[src/hdl/nsic_ram.sv]
// Generic single-port-write, single-port-read RAM with registered read data.
module nsic_ram #(
    parameter int WIDTH = 8,
    parameter int DEPTH = 16
) (
    input  logic                     i_clk,
    input  logic                     i_we,
    input  logic [$clog2(DEPTH)-1:0] i_waddr,
    input  logic [WIDTH-1:0]         i_wdata,
    input  logic [$clog2(DEPTH)-1:0] i_raddr,
    output logic [WIDTH-1:0]         o_rdata
);

    logic [WIDTH-1:0] r_mem [DEPTH];
    logic [WIDTH-1:0] r_rdata;

    always_ff @(posedge i_clk) begin
        if (i_we) begin
            r_mem[i_waddr] <= i_wdata;
        end
        r_rdata <= r_mem[i_raddr];
    end

    assign o_rdata = r_rdata;

endmodule

[config.mk]
export PLATFORM = sky130hd
export DESIGN_NAME = nsic_ram
export DESIGN_NICKNAME = d
export VERILOG_FILES = /design/src/hdl/nsic_ram.sv
export SDC_FILE = /design/constraint.sdc
export NUM_CORES = 1
export LEC_CHECK = 0
export ABC_AREA = 0
export BUFFER_PORTS_ARGS = -buffer_cell sky130_fd_sc_hd__buf_2
export CAP_MARGIN = 20
export CORE_AREA = 2 2 98 100
export CTS_CLUSTER_SIZE = 8
export DETAILED_ROUTE_END_ITERATION = 8
export DIE_AREA = 0 0 100 102
export PLACE_DENSITY = 0.74
export SYNTH_ARGS = -nofsm -noshare
export SYNTH_HDL_FRONTEND = slang
export SYNTH_SLANG_ARGS = --single-unit
[constraint.sdc]
create_clock -name i_clk -period 1.9 [get_ports i_clk]
set_input_delay 0.19 -clock i_clk [delete_from_list [all_inputs] [get_ports i_clk]]
set_output_delay 0.19 -clock i_clk [all_outputs]
set_load 0.01 [all_outputs]
* Yosys cells after proc, flatten, opt, wreduce, memory -nomap -nowiden
Memories as Yosys holds them, arrays and structs flattened. A register that Yosys moved wholly into a read port is not among the register bits.
Index checks and enable logic that the tools add are counted.
** Cells by class
- Mux-type cells :: 2
** Operators by type and width (number)
- $mux W1 :: 2
** Word-level totals
- Register bits after elaboration :: 0
- Memory bits (writable) :: 128
- Output and inout bits :: 8
- Input port bits :: 18
- Memories kept :: 1
- Word-level logic and storage cells :: 3
** Memories
- r_mem :: words 16, bits a word 8, rd ports 1, clocked after memory_dff 1, write ports 1, RTL line 14 : logic [WIDTH-1:0] r_mem [DEPTH];

* Longest topological paths before layout
- Depth in word-level cells :: 2
- Gate-level depth with buffers :: 5
- Depth with buffers taken out :: 3

* Worst setup path after synthesis
No wires, ideal clock.
- Path kind :: input to register
- Start point :: in i_waddr[2]
- End point :: mem r_mem[0][0], enable pin
- Data required time :: 1517 ps
- Buffers on the path :: 0
- Stages :: 2
- Slack :: 217 ps
- Setup time :: 383 ps
- Arrival time :: 1300 ps
- Cells stage by stage :: or3b_2 > nor3_1
** RTL lines
- start, declared :: RTL line 8 : input logic [$clog2(DEPTH)-1:0] i_waddr,
- end, declared :: RTL line 14
Straight into the memory's write port.

==> impl_metrics.toml <==
[synth]
ys_warn_count = 0
yosys.area.top_type = "edfxtp_1"
synthTopCellsByArea = "edfxtp_1 (75%), mux4_2 (7.9%), mux4_1 (7.1%), dfxtp_1 (3.1%), a22oi_1 (2.3%)"
yosys.area_share.simple_pct = 3.18
synth_xor_area_share_pct = 0
yosys_register_bits = 136
synth.top_cell.area_share_pct = 74.7
synth_top_family_by_area = "multiplexers"
syn_nets = 247
synth_mux_area_share_pct = 15.0
syn-cell-area_sq_um = 5150
synth_area_per_cell_sq_um = 22.5
ys_types = 19
ys_seq_area_share_pct = 77.8
netlist_instances = 229
synth-compound-area-share_pct = 2.33
synthAdderAreaFrac_pct = 0

[critical_path]
worstReg2RegEnd = "o_rdata[0]"
crit_fanout = 1
cp-end-kind = "register"
max_stage_delay_ns = 0.53
rr_startpoint = "r_mem[1][0]"
r2r_cells = 3
worstPathRequired_ns = 2.29
endpoint = "o_rdata[0]"
crit_type = "reg -> reg"
path_cells = "mux4_1 -> a22oi_1 -> nand2_1"
crit_buf_inv = 0
r2r_setup_slack_ns = 0.46
start_kind = "register"
critPathLaunch = "r_mem[1][0]"
cp.arrival_ns = 1.83
cp.depth = 3
path_delay_family = "multiplexers"
cpMaxStageDelayCell = "mux4_1"

[route]
post_drt_wl_per_cell_microns = 23.6
vias = 2458
wl_microns = 9620
drt_iter0_drc = 155
via_per_inst = 6.04
drc = 0
antenna_left = 0
drtPass1Iterations = 4

[pwr]
p_leak_nw = 2.08
seqPwrFrac_pct = 49.9
powerDensity_nw_per_um2 = 1120
p_clk_share_pct = 45.5
switching_power_w = 0.00131
switching_share_pct = 19.4
comb_power_share_pct = 4.6
internal_power_w = 0.00547
vdd_ir_drop_max_v = 0.000544

[placement]
place_ws_ns = 0.180
dp_hpwl_microns = 5980
placed_cell_area_sq_um = 5500
gp_congestion = 0.715
io_buffers = 25

[die]
ios = 26
initial_core_util_pct = 56.5
row_count = 35
die_y_microns = 102
core_area_sq_um = 9110
dieArea_sq_um = 10200
fp.dieW_microns = 100

[final_layout]
fin_nets = 301
final_area_sq_um = 6060
layout_commonest_cell = "edfxtp_1"
final_cell_mix = "edfxtp_1 (128), buf_2 (25), mux4_2 (18), buf_4 (18)"
num_antenna_cells = 0
drive_gt1_share_pct = 30.4
fillers = 571
syn2layout_area_growth_pct = 17.7

[grt]
grt_pass1_vias = 2517
track_usage_pct = 21.0
antenna_found_initial = 0
grt_max_degree = 33
grt_overflow = 0
grt_pass1_wl_microns = 14700

[timing]
min_period_ns = 1.44
tightest_slew_ns = 0.406
fin_ws_ns = 0.463
rsz0062_at_grt = "false"
setup_violations = 0
relSlewSlack_pct = 72.9
fin_crit_sh_pct = 75.6
tns_ns = 0
maxSlewViolCount = 0
fmax_mhz = 696
finClkSkew_ns = 0.00809
hold_viol_final = 0

[clock_network]
clockRootBuffer = "clkbuf_8"
clkSlewWorstSetupHoldPaths_ns = 0.06
cts_max_level = 4
ctsResizeCount = 0
clock_sinks = 136
clk_path_buf_depth = 2
cts_inserted_buffers = 17
cts-hold-fix-buffers = 0
cts_tree = "yes"
post_cts.repair.setup_buffers = 0
clock_latency_ns = 0.51

[hold_path]
hold_class = "in -> reg"

[status]
status = "complete, no violations"

[job]
maxCapViolCount = 0
==> Yosys cell counts <==
| cell type | instances |
|---|---|
| mux4_2 | 18 |
| nor3_1 | 4 |
| nor2_1 | 13 |
| mux4_1 | 14 |
| dfxtp_1 | 8 |
| buf_2 | 3 |
| buf_6 | 3 |
| clkdlybuf4s25_2 | 3 |
| nand3_1 | 1 |
| buf_4 | 1 |
| and2_1 | 1 |
| nand2b_1 | 2 |
| and2b_1 | 1 |
| edfxtp_1 | 128 |
| nor2b_1 | 1 |
| or3b_2 | 1 |
| a22oi_1 | 16 |
| nand2_1 | 9 |
| nand3b_1 | 2 |
==> power by group through the flow <==
stage / clock, W / sequential, W / combinational, W
4_1_cts: 0.00312 / 0.00338 / 0.000316
6_report: 0.00309 / 0.00338 / 0.000311
2_1_floorplan: 0 / 0.00344 / 0.000170
3_5_place_dp: 0 / 0.00344 / 0.000313
3_3_place_gp: 0 / 0.00344 / 0.000307
5_1_grt: 0.00326 / 0.00338 / 0.000341
==> cell families (layout without fill, tap and decap cells) <==
family,after synthesis,in the layout
DFF,136,136
and+or+nand+nor,35,35
muxes,32,32
AOI/OAI and AO/OA,16,16
buffers and inverters,10,77
==> how the worst min path moves through the flow <==
stage / startpoint / to / slack, ns / depth (start not counted)
after global routing: i_wdata[0] / r_mem[2][0] / 0.05 / 1
final: i_wdata[3] / r_mem[7][3] / 0.06 / 1
after detailed placement: o_rdata[2] / o_rdata[2] / 0.58 / 1
after global placement: i_wdata[7] / r_mem[6][7] / 0.58 / 1
after floorplan: i_wdata[0] / r_mem[0][0] / 0.29 / 0
after CTS: i_wdata[7] / r_mem[7][7] / 0.05 / 1
==> state kept, by name, indices dropped and copies added (netlist names) <==
signal,cells
r_mem,128
o_rdata,8
==> routing by layer <==
| metal | track usage, % | vias to the layer above | wire length [microns] | part of all wire, % |
|---|---|---|---|---|
| met2 | 32.7 | 85 | 4910 | 51 |
| met5 | 0 | - | 0 | 0 |
| met1 | 28.2 | 1280 | 4060 | 42 |
| met4 | 8.54 | 0 | 191 | 2.0 |
| met3 | 6.63 | 14 | 457 | 4.8 |
| li1 | - | 1079 | - | - |
==> metrics by stage <==
stage	utilization [%]	std cells	power [W]	hold WS, ns
floorplan	-	229	0.00361	0.289
global placement	60.4	375	0.00374	0.577
detailed placement	60.4	375	0.00375	0.582
CTS	66.5	407	0.00682	0.0505
global route	66.5	407	0.00699	0.0528
finish	66.5	407	0.00678	0.0630
==> area by class of cell <==
type	instances	area [sq um]	area share (%)
clock buffer	21	429	7.08
clock inverter	11	130	2.15
multi-input combinational	83	1060	17.4
sequential	136	4000	66.1
tap	111	139	2.29
timing repair buffer	45	300	4.96
Note: power is estimated with default switching activity, not from simulation.
